**config.mk**
```make
export PLATFORM = sky130hd
export DESIGN_NAME = csv_line_field_splitter
export DESIGN_NICKNAME = d
export VERILOG_FILES = /design/src/hw/rtl/csvs_pkg.sv /design/src/hw/rtl/csvs_in_stage.sv /design/src/hw/rtl/csvs_core.sv /design/src/hw/rtl/csvs_out_stage.sv /design/src/hw/rtl/csv_line_field_splitter.sv
export SDC_FILE = /design/constraint.sdc
export NUM_CORES = 1
export LEC_CHECK = 0
export ABC_CLOCK_PERIOD_IN_PS = 8300
export CAP_MARGIN = 30
export CORE_UTILIZATION = 60
export CTS_CLUSTER_SIZE = 24
export DETAILED_ROUTE_END_ITERATION = 8
export DONT_BUFFER_PORTS = 1
export GPL_ROUTABILITY_DRIVEN = 0
export MAX_ROUTING_LAYER = met4
export PLACE_DENSITY = 0.75
export SETUP_SLACK_MARGIN = 0.5
export SYNTH_ARGS = -nofsm -noshare
export SYNTH_HDL_FRONTEND = slang
export SYNTH_SLANG_ARGS = --single-unit
```
**constraint.sdc**
```tcl
create_clock -name clk -period 8.3 [get_ports clk]
set_input_delay 0.415 -clock clk [delete_from_list [all_inputs] [get_ports clk]]
set_output_delay 0.415 -clock clk [all_outputs]
set_load 0.03 [all_outputs]
```
**src/hw/rtl/csvs_pkg.sv**
```systemverilog
// ----------------------------------------------------------------------------
// csvs_pkg
// Shared types, byte codes and the per-byte field rule of the csv splitter.
// ----------------------------------------------------------------------------
`default_nettype none

package csvs_pkg;

  // special byte values
  localparam logic [7:0] BYTE_NL = 8'h0A;
  localparam logic [7:0] BYTE_CR = 8'h0D;
  localparam logic [7:0] BYTE_QT = 8'h22;

  // configuration defaults and register indexes
  localparam logic [7:0] SEP_RESET       = 8'd44;
  localparam int         CFG_IDX_W       = 1;
  localparam int         CFG_DATA_W      = 8;
  localparam logic [CFG_IDX_W-1:0] CFG_SEPARATOR = 1'd0;
  localparam logic [CFG_IDX_W-1:0] CFG_HEADER    = 1'd1;

  // parameter defaults
  localparam int HELD_CR_MAX_DEF = 15;
  localparam int MAX_FIELDS_DEF  = 256;

  // result kinds
  typedef enum logic [1:0] {
    KIND_DATA      = 2'd0,
    KIND_FIELD_END = 2'd1,
    KIND_ROW_END   = 2'd2
  } kind_t;

  // one input item
  typedef struct packed {
    logic [7:0] in_byte;
    logic       end_of_stream;
  } item_t;

  // one result item
  typedef struct packed {
    kind_t      kind;
    logic [7:0] data_byte;
    logic [7:0] field_index;
    logic       is_header;
    logic [8:0] widest_row;
    logic       last;
  } result_t;

  // step status from the parser core to the pipeline control
  typedef struct packed {
    logic emit;
    logic done;
  } core_stat_t;

  // outcome of one line-content byte
  typedef struct packed {
    logic       emit;
    kind_t      kind;
    logic [7:0] data;
    logic       inc;
    logic       in_quotes;
    logic       pending;
  } take_t;

  // quote handling and separator detection for one line-content byte
  function automatic take_t take_byte(input logic [7:0] b, input logic [7:0] sep,
                                      input logic iq, input logic pend);
    take_t t;
    t.emit      = 1'b0;
    t.kind      = KIND_DATA;
    t.data      = 8'd0;
    t.inc       = 1'b0;
    t.in_quotes = iq;
    t.pending   = pend;
    if (b == BYTE_QT) begin
      if (pend) begin
        // doubled quote inside quotes gives a literal quote
        t.pending = 1'b0;
        t.emit    = 1'b1;
        t.data    = BYTE_QT;
      end else if (iq) begin
        t.pending = 1'b1;
      end else begin
        t.in_quotes = 1'b1;
      end
    end else begin
      // a lone quote followed by anything else closes the quotes
      if (pend) begin
        t.pending   = 1'b0;
        t.in_quotes = 1'b0;
      end
      t.emit = 1'b1;
      if (b == sep && !t.in_quotes) begin
        t.kind = KIND_FIELD_END;
        t.inc  = 1'b1;
      end else begin
        t.data = b;
      end
    end
    return t;
  endfunction

endpackage

`default_nettype wire

```
**src/hw/rtl/csvs_in_stage.sv**
```systemverilog
// ----------------------------------------------------------------------------
// csvs_in_stage
// Input register holding the byte under work; takes a new byte as the
// current one finishes.
// ----------------------------------------------------------------------------
`default_nettype none

module csvs_in_stage (
  input  wire logic                 clk,
  input  wire logic                 rst_n,
  input  wire logic                 in_valid,
  output logic                      in_stall,
  input  wire csvs_pkg::item_t      in_item,
  input  wire logic                 out_room,
  input  wire csvs_pkg::core_stat_t stat,
  output csvs_pkg::item_t           work_item,
  output logic                      advance
);
  import csvs_pkg::*;

  logic  work_valid_r, work_valid_nxt;
  item_t work_r;
  logic  finish;
  logic  take;

  // a step runs whenever there is work and the result register has room
  assign advance   = work_valid_r && out_room;
  assign finish    = advance && stat.done;
  assign in_stall  = work_valid_r && !finish;
  assign take      = in_valid && !in_stall;
  assign work_item = work_r;

  // occupancy of the work register
  always_comb begin
    work_valid_nxt = work_valid_r;
    if (take) begin
      work_valid_nxt = 1'b1;
    end else if (finish) begin
      work_valid_nxt = 1'b0;
    end
  end

  always_ff @(posedge clk) begin
    if (!rst_n) begin
      work_valid_r <= 1'b0;
    end else begin
      work_valid_r <= work_valid_nxt;
    end
  end

  // payload capture
  always_ff @(posedge clk) begin
    if (take) begin
      work_r <= in_item;
    end
  end

endmodule

`default_nettype wire

```
**src/hw/rtl/csvs_core.sv**
```systemverilog
// ----------------------------------------------------------------------------
// csvs_core
// Parser state and one splitter step per cycle while the result register has
// room: stream end, row end, CR hold or release, or one line-content byte.
// ----------------------------------------------------------------------------
`default_nettype none

module csvs_core #(
  parameter int HELD_CR_MAX = csvs_pkg::HELD_CR_MAX_DEF,
  parameter int MAX_FIELDS  = csvs_pkg::MAX_FIELDS_DEF
) (
  input  wire logic            clk,
  input  wire logic            rst_n,
  input  wire csvs_pkg::item_t item,
  input  wire logic            advance,
  input  wire logic [7:0]      sep,
  input  wire logic            hdr_en,
  output csvs_pkg::result_t    res,
  output csvs_pkg::core_stat_t stat
);
  import csvs_pkg::*;

  localparam int HW = $clog2(HELD_CR_MAX + 1);
  localparam int FW = $clog2(MAX_FIELDS);
  localparam int CW = $clog2(MAX_FIELDS + 1);
  localparam logic [HW-1:0] HELD_MAX = HW'(HELD_CR_MAX);
  localparam logic [FW-1:0] FP_MAX   = FW'(MAX_FIELDS - 1);

  logic          iq_r, iq_nxt;
  logic          pend_r, pend_nxt;
  logic [HW-1:0] held_r, held_nxt;
  logic [FW-1:0] fp_r, fp_nxt;
  logic [CW-1:0] max_r, max_nxt;
  logic          first_r, first_nxt;
  logic          line_r, line_nxt;

  logic [CW-1:0] count;
  logic [CW-1:0] max_upd;
  logic [FW-1:0] fp_inc;
  take_t         tk_cr;
  take_t         tk_q;
  take_t         tk_b;
  logic          emit;
  logic          done;
  logic          last;
  kind_t         kind;
  logic [7:0]    data;

  // field count of the current row and the running widest row
  assign count   = CW'(fp_r) + CW'(1);
  assign max_upd = (count > max_r) ? count : max_r;
  assign fp_inc  = (fp_r == FP_MAX) ? fp_r : fp_r + FW'(1);

  // a released carriage return never sees a pending quote
  assign tk_cr = take_byte(BYTE_CR, sep, iq_r & ~pend_r, 1'b0);
  assign tk_q  = take_byte(BYTE_QT, sep, tk_cr.in_quotes, tk_cr.pending);
  assign tk_b  = take_byte(item.in_byte, sep, iq_r, pend_r);

  // step decision and next state
  always_comb begin
    iq_nxt    = iq_r;
    pend_nxt  = pend_r;
    held_nxt  = held_r;
    fp_nxt    = fp_r;
    max_nxt   = max_r;
    first_nxt = first_r;
    line_nxt  = line_r;
    emit      = 1'b0;
    done      = 1'b1;
    last      = 1'b1;
    kind      = KIND_DATA;
    data      = 8'd0;
    if (item.end_of_stream) begin
      // flush an open line, then back to the reset state
      emit      = line_r;
      kind      = KIND_ROW_END;
      iq_nxt    = 1'b0;
      pend_nxt  = 1'b0;
      held_nxt  = '0;
      fp_nxt    = '0;
      max_nxt   = '0;
      first_nxt = 1'b1;
      line_nxt  = 1'b0;
    end else if (item.in_byte == BYTE_NL) begin
      // newline ends the row, held carriage returns dropped
      emit      = 1'b1;
      kind      = KIND_ROW_END;
      max_nxt   = max_upd;
      iq_nxt    = 1'b0;
      pend_nxt  = 1'b0;
      held_nxt  = '0;
      fp_nxt    = '0;
      first_nxt = 1'b0;
      line_nxt  = 1'b0;
    end else if (item.in_byte == BYTE_CR) begin
      line_nxt = 1'b1;
      pend_nxt = 1'b0;
      if (held_r == HELD_MAX) begin
        // hold is full: oldest carriage return goes out as content
        emit    = 1'b1;
        kind    = tk_cr.kind;
        data    = tk_cr.data;
        max_nxt = max_upd;
        iq_nxt  = tk_cr.in_quotes;
        if (tk_cr.inc) begin
          fp_nxt = fp_inc;
        end
      end else begin
        iq_nxt   = iq_r & ~pend_r;
        held_nxt = held_r + HW'(1);
      end
    end else if (held_r != '0) begin
      // release one held carriage return ahead of the byte
      line_nxt = 1'b1;
      emit     = 1'b1;
      kind     = tk_cr.kind;
      data     = tk_cr.data;
      max_nxt  = max_upd;
      iq_nxt   = tk_cr.in_quotes;
      pend_nxt = tk_cr.pending;
      held_nxt = held_r - HW'(1);
      if (tk_cr.inc) begin
        fp_nxt = fp_inc;
      end
      if (held_r == HW'(1) && item.in_byte == BYTE_QT) begin
        // a trailing quote gives no result, fold it into this step
        iq_nxt   = tk_q.in_quotes;
        pend_nxt = tk_q.pending;
      end else begin
        done = 1'b0;
        last = 1'b0;
      end
    end else begin
      // ordinary line-content byte
      line_nxt = 1'b1;
      emit     = tk_b.emit;
      kind     = tk_b.kind;
      data     = tk_b.data;
      iq_nxt   = tk_b.in_quotes;
      pend_nxt = tk_b.pending;
      if (tk_b.emit) begin
        max_nxt = max_upd;
      end
      if (tk_b.inc) begin
        fp_nxt = fp_inc;
      end
    end
  end

  // result fields
  always_comb begin
    res.kind        = kind;
    res.data_byte   = data;
    res.field_index = 8'(fp_r);
    res.is_header   = first_r & hdr_en;
    res.widest_row  = 9'(max_upd);
    res.last        = last;
    stat.emit       = emit;
    stat.done       = done;
  end

  // parser state
  always_ff @(posedge clk) begin
    if (!rst_n) begin
      iq_r    <= 1'b0;
      pend_r  <= 1'b0;
      held_r  <= '0;
      fp_r    <= '0;
      max_r   <= '0;
      first_r <= 1'b1;
      line_r  <= 1'b0;
    end else if (advance) begin
      iq_r    <= iq_nxt;
      pend_r  <= pend_nxt;
      held_r  <= held_nxt;
      fp_r    <= fp_nxt;
      max_r   <= max_nxt;
      first_r <= first_nxt;
      line_r  <= line_nxt;
    end
  end

endmodule

`default_nettype wire

```
**src/hw/rtl/csvs_out_stage.sv**
```systemverilog
// ----------------------------------------------------------------------------
// csvs_out_stage
// Result register between the parser core and the output channel.
// ----------------------------------------------------------------------------
`default_nettype none

module csvs_out_stage (
  input  wire logic                 clk,
  input  wire logic                 rst_n,
  input  wire logic                 advance,
  input  wire csvs_pkg::core_stat_t stat,
  input  wire csvs_pkg::result_t    res,
  output logic                      out_room,
  output logic                      out_valid,
  input  wire logic                 out_stall,
  output csvs_pkg::result_t         out_res
);
  import csvs_pkg::*;

  logic    out_valid_r, out_valid_nxt;
  result_t res_r;
  logic    load;

  // register frees up when empty or when its transfer completes
  assign out_room  = !out_valid_r || !out_stall;
  assign load      = advance && stat.emit;
  assign out_valid = out_valid_r;
  assign out_res   = res_r;

  always_comb begin
    out_valid_nxt = out_valid_r;
    if (out_room) begin
      out_valid_nxt = load;
    end
  end

  always_ff @(posedge clk) begin
    if (!rst_n) begin
      out_valid_r <= 1'b0;
    end else begin
      out_valid_r <= out_valid_nxt;
    end
  end

  // payload capture
  always_ff @(posedge clk) begin
    if (load) begin
      res_r <= res;
    end
  end

endmodule

`default_nettype wire

```
**src/hw/rtl/csv_line_field_splitter.sv**
```systemverilog
// ----------------------------------------------------------------------------
// csv_line_field_splitter
// Splits a byte stream into rows and fields with quote escape, carriage
// return stripping, header flag and widest-row tracking.
// ----------------------------------------------------------------------------
// Path: a byte goes through the input register, parser core and result register.
// Throughput: one byte per cycle when the result channel does not stall; a byte
//   behind held CRs waits for their release, one per step; a quote joins the last.
// Reset: synchronous, active low; clears the parser state and both handshakes
//   and sets the separator to a comma and the header flag to 0.
`default_nettype none

module csv_line_field_splitter #(
  parameter int HELD_CR_MAX = csvs_pkg::HELD_CR_MAX_DEF,
  parameter int MAX_FIELDS  = csvs_pkg::MAX_FIELDS_DEF
) (
  input  wire logic                                clk,
  input  wire logic                                rst_n,
  // configuration
  input  wire logic                                cfg_wr_en,
  input  wire logic [csvs_pkg::CFG_IDX_W-1:0]      cfg_index,
  input  wire logic [csvs_pkg::CFG_DATA_W-1:0]     cfg_data,
  // input channel
  input  wire logic                                in_valid,
  output logic                                     in_stall,
  input  wire logic [7:0]                          in_byte,
  input  wire logic                                in_end_of_stream,
  // result channel
  output logic                                     out_valid,
  input  wire logic                                out_stall,
  output logic [1:0]                               out_kind,
  output logic [7:0]                               out_data_byte,
  output logic [7:0]                               out_field_index,
  output logic                                     out_is_header,
  output logic [8:0]                               out_widest_row,
  output logic                                     out_last
);
  import csvs_pkg::*;

  logic [7:0] sep_r;
  logic       hdr_r;
  item_t      in_item;
  item_t      work_item;
  logic       advance;
  logic       out_room;
  core_stat_t stat;
  result_t    res;
  result_t    out_res;

  // configuration registers
  always_ff @(posedge clk) begin
    if (!rst_n) begin
      sep_r <= SEP_RESET;
      hdr_r <= 1'b0;
    end else if (cfg_wr_en) begin
      case (cfg_index)
        CFG_SEPARATOR: sep_r <= cfg_data[7:0];
        CFG_HEADER:    hdr_r <= cfg_data[0];
        default:       ;
      endcase
    end
  end

  assign in_item.in_byte       = in_byte;
  assign in_item.end_of_stream = in_end_of_stream;

  // input register
  csvs_in_stage u_in (
    .clk       (clk),
    .rst_n     (rst_n),
    .in_valid  (in_valid),
    .in_stall  (in_stall),
    .in_item   (in_item),
    .out_room  (out_room),
    .stat      (stat),
    .work_item (work_item),
    .advance   (advance)
  );

  // parser core
  csvs_core #(
    .HELD_CR_MAX (HELD_CR_MAX),
    .MAX_FIELDS  (MAX_FIELDS)
  ) u_core (
    .clk     (clk),
    .rst_n   (rst_n),
    .item    (work_item),
    .advance (advance),
    .sep     (sep_r),
    .hdr_en  (hdr_r),
    .res     (res),
    .stat    (stat)
  );

  // result register
  csvs_out_stage u_out (
    .clk       (clk),
    .rst_n     (rst_n),
    .advance   (advance),
    .stat      (stat),
    .res       (res),
    .out_room  (out_room),
    .out_valid (out_valid),
    .out_stall (out_stall),
    .out_res   (out_res)
  );

  assign out_kind        = out_res.kind;
  assign out_data_byte   = out_res.data_byte;
  assign out_field_index = out_res.field_index;
  assign out_is_header   = out_res.is_header;
  assign out_widest_row  = out_res.widest_row;
  assign out_last        = out_res.last;

endmodule

`default_nettype wire

```
==> insert_results.sql <==
INSERT INTO impl_metrics (metric_group, metric, value, unit) VALUES
('status', 'run_status', 'completed', ''),
('global_routing', 'grt_max_degree', '30', ''),
('clock_network', 'cts_inserted_buffers', '9', ''),
('detailed_routing', 'initialDrtViolationCount', '346', ''),
('worst_setup_path', 'critical_path.cell_chain', 'ha_1, nand3_1, nor2_1, xor2_1, ha_1, a21o_1, a21o_1, a2111oi_2, a41oi_2, a21oi_1, a221o_1', ''),
('clock_network', 'tritoncts_sink_count', '74', ''),
('sta', 'max_clock_freq', '0.262', 'GHz'),
('finish', 'design.final.nets', '387', ''),
('hold_path', 'hold_path_depth', '1', ''),
('clock_network', 'cts.htree.levels', '3', ''),
('die', 'placement_rows', '27', ''),
('worst_setup_path', 'crit_path_top_delay_cell', 'a21oi_1', ''),
('sta', 'min_period', '3.82', 'ns'),
('detailed_routing', 'post-route-drc-count', '0', ''),
('die', 'io-pin-count', '54', ''),
('global_routing', 'grt.met1_usage', '0.382', ''),
('worst_setup_path', 'r2r-end', 'u_core.max_r[0]', ''),
('finish', 'synthToLayoutAreaGrowth', '8.63', '%'),
('sta', 'slew-limit-headroom', '0.492', ''),
('sta', 'final-max-slew-violation-count', '0', ''),
('worst_setup_path', 'setup.reg_to_reg.worst_slack', '4.48', 'ns'),
('clock_network', 'clock_insertion_delay_at_the_later_pin_of_the_skew_report', '0.34', 'ns'),
('die', 'die_h', '79.3', 'um'),
('place', 'io_buffer_count', '0', ''),
('hold_path', 'min_path_type', 'input pin to flip-flop', ''),
('worst_setup_path', 'cp-endpoint', 'u_core.max_r[0]', ''),
('global_routing', 'grt_first_pass_wirelength', '12.0', 'mm'),
('worst_setup_path', 'largest_fanout_on_the_critical_path', '17', ''),
('worst_setup_path', 'worstSetupStartpointType', 'flip-flop', ''),
('clock_network', 'cts-resized-gates', '0', ''),
('clock_network', 'tritoncts_clock_tree', 'built', ''),
('detailed_routing', 'ant_nets', '0', ''),
('clock_network', 'clk_pin_slew_worst_paths', '0.08', 'ns'),
('synthesis', 'synth_area_leader_cell', 'edfxtp_1', ''),
('die', 'die_width', '79.3', 'um'),
('global_routing', 'grtUsageMet3', '0.0529', ''),
('sta', 'setup_viol_count_final', '0', ''),
('sta', 'setup_repair_after_global_routing_missed_its_margin', 'false', ''),
('detailed_routing', 'routed_wirelength', '7.40', 'mm'),
('synthesis', 'ys_warn_count', '0', ''),
('sta', 'hold_violations', '0', ''),
('sta', 'hold_ws', '0.141', 'ns'),
('place', 'detailed_placement_hpwl', '5.23', 'mm'),
('synthesis', 'flop_and_latch_count_out_of_synthesis', '74', ''),
('sta', 'tns', '0', 'ns'),
('worst_setup_path', 'critical-path-max-stage-delay', '0.66', 'ns'),
('global_routing', 'gr-usage-met2', '0.349', ''),
('synthesis', 'count_of_different_cell_masters_after_synthesis', '52', ''),
('die', 'effective_utilization_at_floorplan', '0.635', ''),
('sta', 'final_worst_path_cycle_share', '0.461', ''),
('clock_network', 'number_of_hold_repair_buffers_added_at_the_cts_stage', '0', ''),
('power_and_ir_drop', 'p_per_area', '221', 'nW/um2'),
('synthesis', 'synth.most_common_cell', 'nand2_1', ''),
('clock_network', 'clockRootBuffer', 'clkbuf_8', ''),
('detailed_routing', 'drt_pre_antenna_iters', '5', ''),
('synthesis', 'syn_nets', '385', ''),
('power_and_ir_drop', 'ir_worst_vdd', '0.000126', 'V'),
('worst_setup_path', 'required_time_reported_for_the_critical_path_endpoint', '8.58', 'ns'),
('synthesis', 'synth_area_per_cell', '10.3', 'um2'),
('synthesis', 'asyncSetResetFlopFracSynth', '0', ''),
('synthesis', 'synth-edff-count', '38', ''),
('worst_setup_path', 'critical_path.endpoint_type', 'flip-flop', ''),
('worst_setup_path', 'crit_start', 'u_core.fp_r[0]', ''),
('worst_setup_path', 'critical_path_class', 'flip-flop to flip-flop', ''),
('global_routing', 'grt_pass1_vias', '2335', ''),
('run', 'timing.max_cap.violations', '0', ''),
('finish', 'antenna_cells', '0', ''),
('synthesis', 'synthCells', '349', ''),
('power_and_ir_drop', 'leakage', '0.00147', 'uW'),
('synthesis', 'synthDominantCellAreaShare', '0.319', ''),
('synthesis', 'main_flop_type_after_synthesis', 'edfxtp_1', '');
## area by class of cell
| class | instances | area [um2] |
|---|---|---|
| well taps | 72 | 90.1 |
| clock buffers | 13 | 170 |
| fillers | 431 | 1750 |
| inverters | 12 | 45.0 |
| multi-input cells | 251 | 1630 |
| repair buffers | 3 | 22.5 |
| flip-flops and latches | 74 | 1860 |
| clock inverters | 3 | 68.8 |
## worst min-delay path by stage
stage                    from             end  slack, ns
6_report                rst_n        sep_r[5]       0.14
5_1_grt                 rst_n        sep_r[3]       0.13
4_1_cts                 rst_n        sep_r[5]       0.13
3_5_place_dp    u_core.line_r   u_core.line_r       0.46
3_3_place_gp            hdr_r           hdr_r       0.45
2_1_floorplan  u_core.first_r  u_core.first_r       0.43
## critical path, delay by kind of cell, from the launching register on
family          cells  cell delay [ns]
xor+xnor            1             0.31
flops               1             0.44
fa+ha+maj           2             0.58
compound gates      6             2.06
simple gates        2             0.37
## power by group
part           switching (uW)  leakage [uW]  internal [uW]  total (uW)
Clock                     128      0.000119            197         324
Combinational            60.3      0.000694           39.1        99.4
Sequential               29.2      0.000653            406         435
Total                     217       0.00147            641         859
## state kept, by name (all words and copies together), names as in the netlist, 4 cells and up
| name | cells |
|---|---|
| u_core.held_r | 4 |
| u_out.out_res | 29 |
| u_core.max_r | 9 |
| u_in.work_item | 9 |
| sep_r | 8 |
| u_core.fp_r | 8 |
## kinds of logic after synthesis
| logic type | share of synthesized area |
|---|---|
| AND/OR/NAND/NOR | 0.204 |
| AO/OA/AOI/OAI | 0.148 |
| flip-flops | 0.520 |
| buffers and inverters | 0.0251 |
| XOR/XNOR | 0.0342 |
| adder cells (fa/ha/maj) | 0.0454 |
| multiplexers | 0.0234 |
## cells in the final DEF (no fill, tap or decap), types with 12 or more instances in the layout
cell       n
nand2_1   48
edfxtp_1  38
dfxtp_1   36
o21ai_0   21
nor2_1    19
nand3_1   15
a21oi_1   14
ha_1      13
inv_1     12
## per-stage QoR
| step | area (um2) | util | power, uW | setup slack [ns] | cells |
|---|---|---|---|---|---|
| final | 3890 | 0.690 | 859 | 4.48 | 428 |
| after global routing | 3890 | 0.690 | 892 | 4.25 | 428 |
| after CTS | 3890 | 0.690 | 861 | 4.52 | 428 |
| after detailed placement | 3650 | 0.647 | 540 | 4.58 | 412 |
| after global placement | 3650 | 0.647 | 537 | 4.76 | 412 |
| after floorplan | 3580 | - | 519 | 5.22 | 349 |
## metal layers
metal,part of all wire,wire length [um]
met5,0,0
met4,0.022,162
met3,0.062,458
met2,0.43,3140
met1,0.49,3630
Power figures use the tool's default switching activity.
